`src/design/hfe_pkg.sv`:
```
package hfe_pkg;

    localparam logic [7:0]  FLAG_BYTE = 8'h7E;
    localparam logic [7:0]  ESC_BYTE  = 8'h7D;
    localparam logic [7:0]  ESC_XOR   = 8'h20;
    localparam logic [15:0] CRC_INIT  = 16'hFFFF;
    localparam logic [15:0] CRC_POLY  = 16'h8408;

    localparam logic REG_EMIT_OPEN_FLAG = 1'b0;

    typedef struct packed {
        logic        open_flag;
        logic        raw;
        logic        last;
        logic [7:0]  data;
        logic [15:0] fcs;
    } t_job;

    typedef struct packed {
        logic [7:0] data;
        logic       fend;
    } t_line;

    function automatic logic [15:0] crc_update(input logic [15:0] crc, input logic [7:0] b);
        logic [15:0] c;
        c = crc ^ {8'h00, b};
        for (int k = 0; k < 8; k++) begin
            if (c[0]) begin
                c = (c >> 1) ^ CRC_POLY;
            end else begin
                c = c >> 1;
            end
        end
        return c;
    endfunction

endpackage

```
`src/design/hfe_queue.sv`:
```
module hfe_queue #(
    parameter int W = 8
) (
    input  logic         i_clk,
    input  logic         i_rst_n,
    input  logic         i_push,
    input  logic [W-1:0] i_data,
    output logic         o_full,
    input  logic         i_pop,
    output logic [W-1:0] o_data,
    output logic         o_empty
);
    logic [W-1:0] r_mem [2];
    logic         r_wp, r_rp;
    logic [1:0]   r_cnt;
    logic         wr, rd;

    assign o_full  = (r_cnt == 2'd2);
    assign o_empty = (r_cnt == 2'd0);
    assign o_data  = r_mem[r_rp];
    assign wr      = i_push && !o_full;
    assign rd      = i_pop && !o_empty;

    always_ff @(posedge i_clk) begin
        if (wr) begin
            r_mem[r_wp] <= i_data;
        end
    end

    always_ff @(posedge i_clk) begin
        if (!i_rst_n) begin
            r_wp  <= 1'b0;
            r_rp  <= 1'b0;
            r_cnt <= 2'd0;
        end else begin
            if (wr) begin
                r_wp <= ~r_wp;
            end
            if (rd) begin
                r_rp <= ~r_rp;
            end
            case ({wr, rd})
                2'b10:   r_cnt <= r_cnt + 2'd1;
                2'b01:   r_cnt <= r_cnt - 2'd1;
                default: r_cnt <= r_cnt;
            endcase
        end
    end
endmodule

```
`src/design/hfe_front.sv`:
```
module hfe_front (
    input  logic          i_clk,
    input  logic          i_rst_n,
    input  logic          i_accept,
    input  logic [7:0]    i_payload_byte,
    input  logic          i_last_payload,
    input  logic          i_emit_open_flag,
    output hfe_pkg::t_job o_job
);
    import hfe_pkg::*;

    logic [15:0] r_crc, n_crc;
    logic        r_start;
    logic [15:0] crc_next;

    assign crc_next        = crc_update(r_crc, i_payload_byte);
    assign o_job.open_flag = r_start && i_emit_open_flag;
    assign o_job.raw       = r_start;
    assign o_job.last      = i_last_payload;
    assign o_job.data      = i_payload_byte;
    assign o_job.fcs       = ~crc_next;
    assign n_crc           = i_last_payload ? CRC_INIT : crc_next;

    always_ff @(posedge i_clk) begin
        if (!i_rst_n) begin
            r_crc   <= CRC_INIT;
            r_start <= 1'b1;
        end else if (i_accept) begin
            r_crc   <= n_crc;
            r_start <= i_last_payload;
        end
    end
endmodule

```
`src/design/hfe_back.sv`:
```
module hfe_back (
    input  logic           i_clk,
    input  logic           i_rst_n,
    input  logic           i_job_valid,
    input  hfe_pkg::t_job  i_job,
    output logic           o_job_pop,
    input  logic           i_out_full,
    output logic           o_out_push,
    output hfe_pkg::t_line o_out
);
    import hfe_pkg::*;

    localparam logic [2:0] PH_START = 3'd0;
    localparam logic [2:0] PH_OPEN  = 3'd1;
    localparam logic [2:0] PH_DATA  = 3'd2;
    localparam logic [2:0] PH_CRCL  = 3'd3;
    localparam logic [2:0] PH_CRCH  = 3'd4;
    localparam logic [2:0] PH_CLOSE = 3'd5;

    logic [2:0] r_phase, n_phase;
    logic       r_sub, n_sub;
    logic [2:0] phase;
    logic [7:0] sel;
    logic       escapable, need_esc, go, done;

    assign phase = (r_phase == PH_START) ? (i_job.open_flag ? PH_OPEN : PH_DATA) : r_phase;
    assign go    = i_job_valid && !i_out_full;

    always_comb begin
        case (phase)
            PH_DATA: sel = i_job.data;
            PH_CRCL: sel = i_job.fcs[7:0];
            PH_CRCH: sel = i_job.fcs[15:8];
            default: sel = FLAG_BYTE;
        endcase
        escapable = ((phase == PH_DATA) && !i_job.raw) || (phase == PH_CRCL)
                    || (phase == PH_CRCH);
        need_esc  = escapable && ((sel == FLAG_BYTE) || (sel == ESC_BYTE));

        o_out.fend = (phase == PH_CLOSE);
        if (need_esc && !r_sub) begin
            o_out.data = ESC_BYTE;
        end else if (need_esc) begin
            o_out.data = sel ^ ESC_XOR;
        end else begin
            o_out.data = sel;
        end

        done    = 1'b0;
        n_phase = r_phase;
        n_sub   = r_sub;
        if (need_esc && !r_sub) begin
            n_sub   = 1'b1;
            n_phase = phase;
        end else begin
            n_sub = 1'b0;
            case (phase)
                PH_OPEN: n_phase = PH_DATA;
                PH_DATA: begin
                    if (i_job.last) begin
                        n_phase = PH_CRCL;
                    end else begin
                        n_phase = PH_START;
                        done    = 1'b1;
                    end
                end
                PH_CRCL: n_phase = PH_CRCH;
                PH_CRCH: n_phase = PH_CLOSE;
                default: begin
                    n_phase = PH_START;
                    done    = 1'b1;
                end
            endcase
        end
    end

    assign o_out_push = go;
    assign o_job_pop  = go && done;

    always_ff @(posedge i_clk) begin
        if (!i_rst_n) begin
            r_phase <= PH_START;
            r_sub   <= 1'b0;
        end else if (go) begin
            r_phase <= n_phase;
            r_sub   <= n_sub;
        end
    end
endmodule

```
`src/design/hdlc_frame_encoder_crc16.sv`:
```
// HDLC-style frame encoder with CRC-16/X.25. Payload bytes are pushed one per transfer,
// the last one marked, and the framed line bytes come out of a queue-like result port:
// an optional opening flag, the first byte as is, later bytes and the two CRC bytes (low
// first) escaped, then a closing flag marked as frame end. Bytes enter while the job
// queue has room; the sequencer makes one line byte per cycle while the output queue
// has room. A byte costs a line byte plus one per opening flag or escape; a last byte
// adds the CRC bytes and the closing flag. A two-entry job queue between the classifier
// and the sequencer absorbs the difference. The open-flag register lies at address 0.
module hdlc_frame_encoder_crc16 (
    input  logic        i_clk,
    input  logic        i_rst_n,
    input  logic        push,
    output logic        full,
    input  logic [7:0]  i_payload_byte,
    input  logic        i_last_payload,
    output logic        empty,
    input  logic        pop,
    output logic [7:0]  o_line_byte,
    output logic        o_frame_end,
    input  logic        psel,
    input  logic        penable,
    input  logic        pwrite,
    input  logic [2:0]  paddr,
    input  logic [31:0] pwdata,
    output logic [31:0] prdata,
    output logic        pready
);
    import hfe_pkg::*;

    logic  r_emit_open_flag;
    logic  accept;
    t_job  fr_job, bk_job;
    logic  jq_empty, job_pop;
    logic  oq_full, out_push;
    t_line bk_out, oq_out;

    assign pready = 1'b1;
    assign prdata = (paddr[2] == REG_EMIT_OPEN_FLAG) ? {31'd0, r_emit_open_flag} : 32'd0;

    always_ff @(posedge i_clk) begin
        if (!i_rst_n) begin
            r_emit_open_flag <= 1'b1;
        end else if (psel && penable && pwrite && (paddr[2] == REG_EMIT_OPEN_FLAG)) begin
            r_emit_open_flag <= pwdata[0];
        end
    end

    assign accept = push && !full;

    hfe_front u_front (
        .i_clk            (i_clk),
        .i_rst_n          (i_rst_n),
        .i_accept         (accept),
        .i_payload_byte   (i_payload_byte),
        .i_last_payload   (i_last_payload),
        .i_emit_open_flag (r_emit_open_flag),
        .o_job            (fr_job)
    );

    hfe_queue #(.W($bits(t_job))) u_job_q (
        .i_clk   (i_clk),
        .i_rst_n (i_rst_n),
        .i_push  (push),
        .i_data  (fr_job),
        .o_full  (full),
        .i_pop   (job_pop),
        .o_data  (bk_job),
        .o_empty (jq_empty)
    );

    hfe_back u_back (
        .i_clk       (i_clk),
        .i_rst_n     (i_rst_n),
        .i_job_valid (!jq_empty),
        .i_job       (bk_job),
        .o_job_pop   (job_pop),
        .i_out_full  (oq_full),
        .o_out_push  (out_push),
        .o_out       (bk_out)
    );

    hfe_queue #(.W($bits(t_line))) u_out_q (
        .i_clk   (i_clk),
        .i_rst_n (i_rst_n),
        .i_push  (out_push),
        .i_data  (bk_out),
        .o_full  (oq_full),
        .i_pop   (pop),
        .o_data  (oq_out),
        .o_empty (empty)
    );

    assign o_line_byte = oq_out.data;
    assign o_frame_end = oq_out.fend;
endmodule

```
`config.mk`:
```
export PLATFORM = sky130hd
export DESIGN_NAME = hdlc_frame_encoder_crc16
export DESIGN_NICKNAME = d
export VERILOG_FILES = /design/src/design/hfe_pkg.sv /design/src/design/hfe_queue.sv /design/src/design/hfe_front.sv /design/src/design/hfe_back.sv /design/src/design/hdlc_frame_encoder_crc16.sv
export SDC_FILE = /design/constraint.sdc
export NUM_CORES = 1
export LEC_CHECK = 0
export BUFFER_PORTS_ARGS = -buffer_cell sky130_fd_sc_hd__buf_2
export CORE_MARGIN = 2
export CORE_UTILIZATION = 35
export CTS_BUF_LIST = sky130_fd_sc_hd__clkbuf_8
export DETAILED_ROUTE_END_ITERATION = 7
export PLACE_DENSITY_LB_ADDON = 0.1
export SKIP_LAST_GASP = 1
export SLEW_MARGIN = 20
export SYNTH_ARGS = -nofsm -noshare
export SYNTH_HDL_FRONTEND = slang
export SYNTH_SLANG_ARGS = --single-unit
```
`constraint.sdc`:
```
create_clock -name i_clk -period 8.9 [get_ports i_clk]
set_input_delay 1.335 -clock i_clk [delete_from_list [all_inputs] [get_ports i_clk]]
set_output_delay 1.335 -clock i_clk [all_outputs]
set_load 0.01 [all_outputs]
```
==> results of run 1 <==
## cell type report
type | instances | area, sq um | share of cell area (%)
Timing Repair Buffer | 34 | 183 | 3.63
Sequential cell | 104 | 2800 | 55.6
Tap cell | 172 | 215 | 4.27
Multi-Input combinational cell | 224 | 1590 | 31.6
Clock buffer | 9 | 124 | 2.46
Clock inverter | 6 | 86.3 | 1.71
Inverter | 9 | 33.8 | 0.670
## routing by layer
metal	vias to the layer above	track usage [%]	share of wire (%)
met2	52	19.4	47
met5	-	0	0
met1	1245	16.7	48
met4	0	5.80	2.1
met3	14	2.78	3.2
li1	1301	-	-
## logic make-up (layout without fill, tap and decap cells)
family,after synthesis,count (layout),synth area share (%)
AOI/OAI and AO/OA,73,73,12.4
and+or+nand+nor,59,59,6.40
xor gates and xnor gates,30,30,5.69
adders and majority gates,2,2,0.542
buffers and inverters,57,58,7.51
DFF,104,104,60.7
other,2,32,0.163
muxes,28,28,6.56
## registers in the layout (all words and copies together) (netlist names), 2 cells and up, named ones only
| signal | count |
|---|---|
| u_front.r_crc | 16 |
| u_out_q.r_cnt | 2 |
| u_job_q.r_cnt | 2 |
| u_back.r_phase | 3 |
| u_out_q.r_mem | 18 |
| u_job_q.r_mem | 54 |
## worst min-delay path: cells and delay by family (launching register included)
family	cells	cell delay [ns]
AND/OR/NAND/NOR	2	0.10
flip-flops	1	0.34
## power by group through the flow
stage                     logic [mW]  registers (mW)  clock network, mW
after floorplan                0.433           0.742                  0
after global placement         0.556           0.765                  0
after detailed placement       0.561           0.769                  0
after CTS                      0.564           0.758              0.323
after global routing           0.616           0.772              0.339
final                          0.554           0.756              0.310
## cells in the final DEF, fill, tap and decap left out, drive strengths merged, types with 11 or more instances in the layout
master,n
buf,34
conb,32
o211ai,24
edfxtp,72
dfxtp,32
nor2,11
nand2,24
xnor2,22
mux2,18
## per-stage QoR
step                worst slack (ns)  area, sq um  power, mW  hold slack, ns
floorplan                       5.55         4730       1.18           0.438
global placement                4.91         4830       1.32           0.451
detailed placement              4.90         4830       1.33           0.464
CTS                             4.87         5040       1.65           0.477
global route                    4.53         5040       1.73           0.515
finish                          4.94         5040       1.62           0.477
## final timing paths
| path | start | endpoint | cells after the start |
|---|---|---|---|
| worst max-delay path | flip-flop | u_job_q.r_cnt[1] | 10 |
| worst max register to register | flip-flop | u_job_q.r_cnt[1] | 10 |
| worst min-delay path | u_front.r_start | u_front.r_start | 2 |
| worst min register to register | u_front.r_start | u_front.r_start | 2 |
==> impl_metrics.toml, run 1 <==
[power]
p_int_mw = 1.07
power_density_nw_per_um2 = 322
power.share.clock_pct = 19.2
irDropWorstVdd_mv = 0.0965
pwr-share-seq_pct = 46.7
p_sw_share_pct = 33.8
p_sw_mw = 0.547
pwr-share-comb_pct = 34.2
p_leak_nw = 1.79

[run]
maxCapViolCount = 0

[worst_setup_path]
cp.arrival_ns = 4.26
crit_required_ns = 9.20
crit_family = "compound AO/OA/AOI/OAI gates"
path_buf_inv = 1
rrSetupSlack_ns = 4.94
critical-path-max-stage-delay_ns = 0.57
path_max_fanout = 20
crit_chain = "buf_4, mux2i_1, o21ai_0, o211ai_1, o311ai_0, a2111oi_4, a211oi_2, ha_1, or3_1, a21boi_0"
cpMaxStageDelayCell = "a2111oi_4"
crit_type = "flip-flop to flip-flop"
endpoint_kind = "flip-flop"
start_kind = "flip-flop"

[clocking]
cts_max_level = 3
cts.path.max_buffers = 2
clk-insertion-delay-late_ns = 0.37
cts_resized = 0
cts_hold_buf = 0
cts_tree = "built"
postCtsSetupBuffers = 0
cts-root-buf = "clkbuf_8"
cts.clk_slew.worst_paths_ns = 0.09
cts_inserted_buffers = 9
cts.sinks = 104

[place]
hpwlAfterDp_um = 5650
dp.cells = 543
portBuffers = 29
gp_congestion = 0.708

[grt]
grt_usage_pct = 12.5
grt_antenna_before_repair = 0
grt_pass1_wl_um = 13500
grt_max_degree = 38
grt_pass1_vias = 2512
gr-total-overflow = 0

[synth]
synth_cell_types = 46
synthTopCellsByCount = "72 x edfxtp_1, 32 x buf_4, 32 x dfxtp_1, 24 x nand2_1, 24 x o211ai_1"
ys_warn_count = 0
synth_area_leaders = "edfxtp_1 47%, dfxtp_1 14%, buf_4 5.2%, mux2_2 4.4%, xnor2_1 4.2%"
postSynthAreaPerCell_sq_um = 13.0
synth_edf_count = 72
yosys.area.top_type_share_pct = 46.8
seq_area_frac_synth_pct = 60.7
synthesis.area_sq_um = 4620
yosysMostFrequentCell = "edfxtp_1"
async_flop_share_pct = 0
ys_ff_latch = 104
synthFlopType = "edfxtp_1"
synth_top_cell_by_area = "edfxtp_1"
syn-instance-count = 355

[timing]
setup_tns_ns = 0
timing.fmax_ghz = 0.252
hold_viol = 0
relSlewSlack_pct = 44.5
finalClockSkew_ns = 0.00781
rsz0062_at_grt = "false"
fin_crit_sh_pct = 44.5
worst_pin_slew_ns = 0.829
fin_crit_ns = 3.96
drv_slew = 0
setup_violations = 0

[final_layout]
final_nets = 435
area_delta_synth_final_pct = 9.16
diodes = 0
instances_no_fill = 558
fillers = 1247
finish.utilization_pct = 39.6
drive_above_1_share_pct = 18.7

[drt]
routed_wl_um = 8340
vias = 2612
drt_iter0_markers = 137
drtPass1Iterations = 4
via_per_inst = 4.68
postRouteAntennaNets = 0
wl_per_cell_um = 14.9
drc = 0

[status]
status = "finished clean"

[floorplan]
io_pins = 95
dieArea_sq_um = 14100
die_y_um = 119
coreArea_sq_um = 12700
initial_core_util_pct = 36.3
row_count = 41
die_w_um = 119

[hold_path]
hp-class = "flip-flop to flip-flop"
(Power assumes the default switching activity.)
==> run 2, diff against run 1 <==
Clock period 8.9 ns to 3.4 ns, I/O delays scaled along.
==> run 2 against run 1 <==
  * Register-to-register slack lost 4.7 ns
  * Cell area up 2.3%
  * Critical path depth shrank 1
  * Die area did not move
  * First-iteration DRC count is 14% lower
  * Global-route usage up 0.70 points
  * Wire length rose by 4.7%
  * Worst setup slack worse by 4.7 ns
  * Worst hold slack got worse by 0.15 ns
  * Clock power rose to 2.7 times the previous value
  * Via count increased by 2.1%
  * Critical endpoint unchanged
  * Largest power group unchanged
==> impl_metrics.toml, run 2 (same netlist as run 1, synthesis figures left out) <==
[status]
status = "finished clean"

[floorplan]
coreArea_sq_um = 12700
initial_core_util_pct = 36.3
io_pins = 95
row_count = 41
die_w_um = 119
dieArea_sq_um = 14100
die_y_um = 119

[timing]
finalClockSkew_ns = 0.0106
fin_crit_ns = 3.17
holdWs_ns = 0.331
hold_viol = 0
relSlewSlack_pct = 44.5
timing.fmax_ghz = 0.315
worst_pin_slew_ns = 0.829
setup_violations = 0
rsz0062_at_grt = "false"
fin_crit_sh_pct = 93.3
setup_tns_ns = 0
drv_slew = 0

[drt]
vias = 2668
via_per_inst = 4.66
postRouteAntennaNets = 0
drt_iter0_markers = 118
routed_wl_um = 8730
drc = 0
wl_per_cell_um = 15.2
drtPass1Iterations = 7

[grt]
grt-busiest-layer = "met2"
gr-total-overflow = 0
grt_usage_pct = 13.2
grt_pass1_wl_um = 14100
grtUsageMet2_pct = 20.2
grt_max_degree = 38
grt_antenna_before_repair = 0
grt_pass1_vias = 2572
use_met1_pct = 17.6
met3_usage_pct = 3.93

[worst_setup_path]
endpoint_kind = "flip-flop"
path_max_fanout = 6
crit_required_ns = 3.72
cp.arrival_ns = 3.49
start_kind = "flip-flop"
crit_type = "flip-flop to flip-flop"

[final_layout]
reg.largest.list = "u_job_q.r_mem x54, u_out_q.r_mem x18, u_front.r_crc x16"
fillers = 1263
final_nets = 449
regMostFlops = "u_job_q.r_mem"
largest_register_ffs = 54
drive_above_1_share_pct = 21.9
layout_commonest_cell = "edfxtp_1"
area_delta_synth_final_pct = 11.7
diodes = 0
finish.utilization_pct = 40.5
final_cell_mix = "72 x edfxtp_1, 32 x conb_1, 31 x dfxtp_1, 29 x buf_2"

[clocking]
cts-root-buf = "clkbuf_8"
cts_max_level = 3
cts.clk_slew.worst_paths_ns = 0.09
cts.path.max_buffers = 2
clk-insertion-delay-late_ns = 0.39
cts_tree = "built"
cts_inserted_buffers = 9
cts.sinks = 104

[place]
portBuffers = 29
gp_congestion = 0.772
hpwlAfterDp_um = 6010

[hold_path]
hp-class = "input pin to flip-flop"

[run]
maxCapViolCount = 0

[power]
irDropWorstVdd_mv = 0.382
power_density_nw_per_um2 = 849
p_leak_nw = 1.86
run 2: area by class of cell:
class | count | area, sq um | share of cell area, %
repair buffers | 48 | 288 | 5.58
clock buffers | 10 | 138 | 2.67
inverters | 9 | 33.8 | 0.655
multi-input cells | 224 | 1590 | 30.9
well taps | 172 | 215 | 4.17
clock inverters | 6 | 83.8 | 1.63
flip-flops and latches | 104 | 2800 | 54.4
run 2: path summary, 6_finish.rpt:
check / startpoint / endpoint / cells after the start / slack, ns
worst max-delay path: u_back.r_phase[2] / u_job_q.r_cnt[1] / 9 / 0.23
worst min register to register: u_front.r_start / u_front.r_start / 2 / 0.48
worst min-delay path: i_last_payload / u_job_q.r_mem[0][24] / 1 / 0.33
worst max register to register: u_back.r_phase[2] / u_job_q.r_cnt[1] / 9 / 0.23
run 2: metal layers:
metal | vias up | part of all wire, %
li1 | 1329 | -
met1 | 1269 | 49
met2 | 56 | 46
met3 | 14 | 4.1
met4 | 0 | 1.8
met5 | - | 0
run 2: worst max-delay path, stage by stage (launching register included):
cell,delay (ns)
dfxtp_1,0.42
and3b_1,0.27
a221o_1,0.40
a21o_1,0.21
a211o_1,0.35
a2111oi_4,0.48
a211oi_2,0.16
ha_1,0.30
or3_1,0.36
a21boi_0,0.15
run 2: power breakdown:
group / internal (mW) / leakage [nW] / switching (mW)
logic: 0.646 / 0.816 / 0.911
registers: 1.83 / 0.932 / 0.149
clock network: 0.431 / 0.111 / 0.412
run 2: metrics by stage:
step / setup WS [ns] / power [mW] / std cells / cell area, sq um
after floorplan: 0.336 / 3.08 / 385 / 4730
after global placement: 0.244 / 3.54 / 557 / 4920
after detailed placement: 0.126 / 3.57 / 557 / 4920
after CTS: 0.0989 / 4.43 / 573 / 5140
after global routing: 0.00953 / 4.66 / 573 / 5160
final: 0.227 / 4.38 / 573 / 5160
run 2: timing repair:
action | CTS | global route
endpoints found under the hold margin | 0 | 0
hold buffers | 0 | 0
setup buffers | 0 | 0
gates resized for setup | 0 | 4
endpoints found under the setup margin | 0 | 1
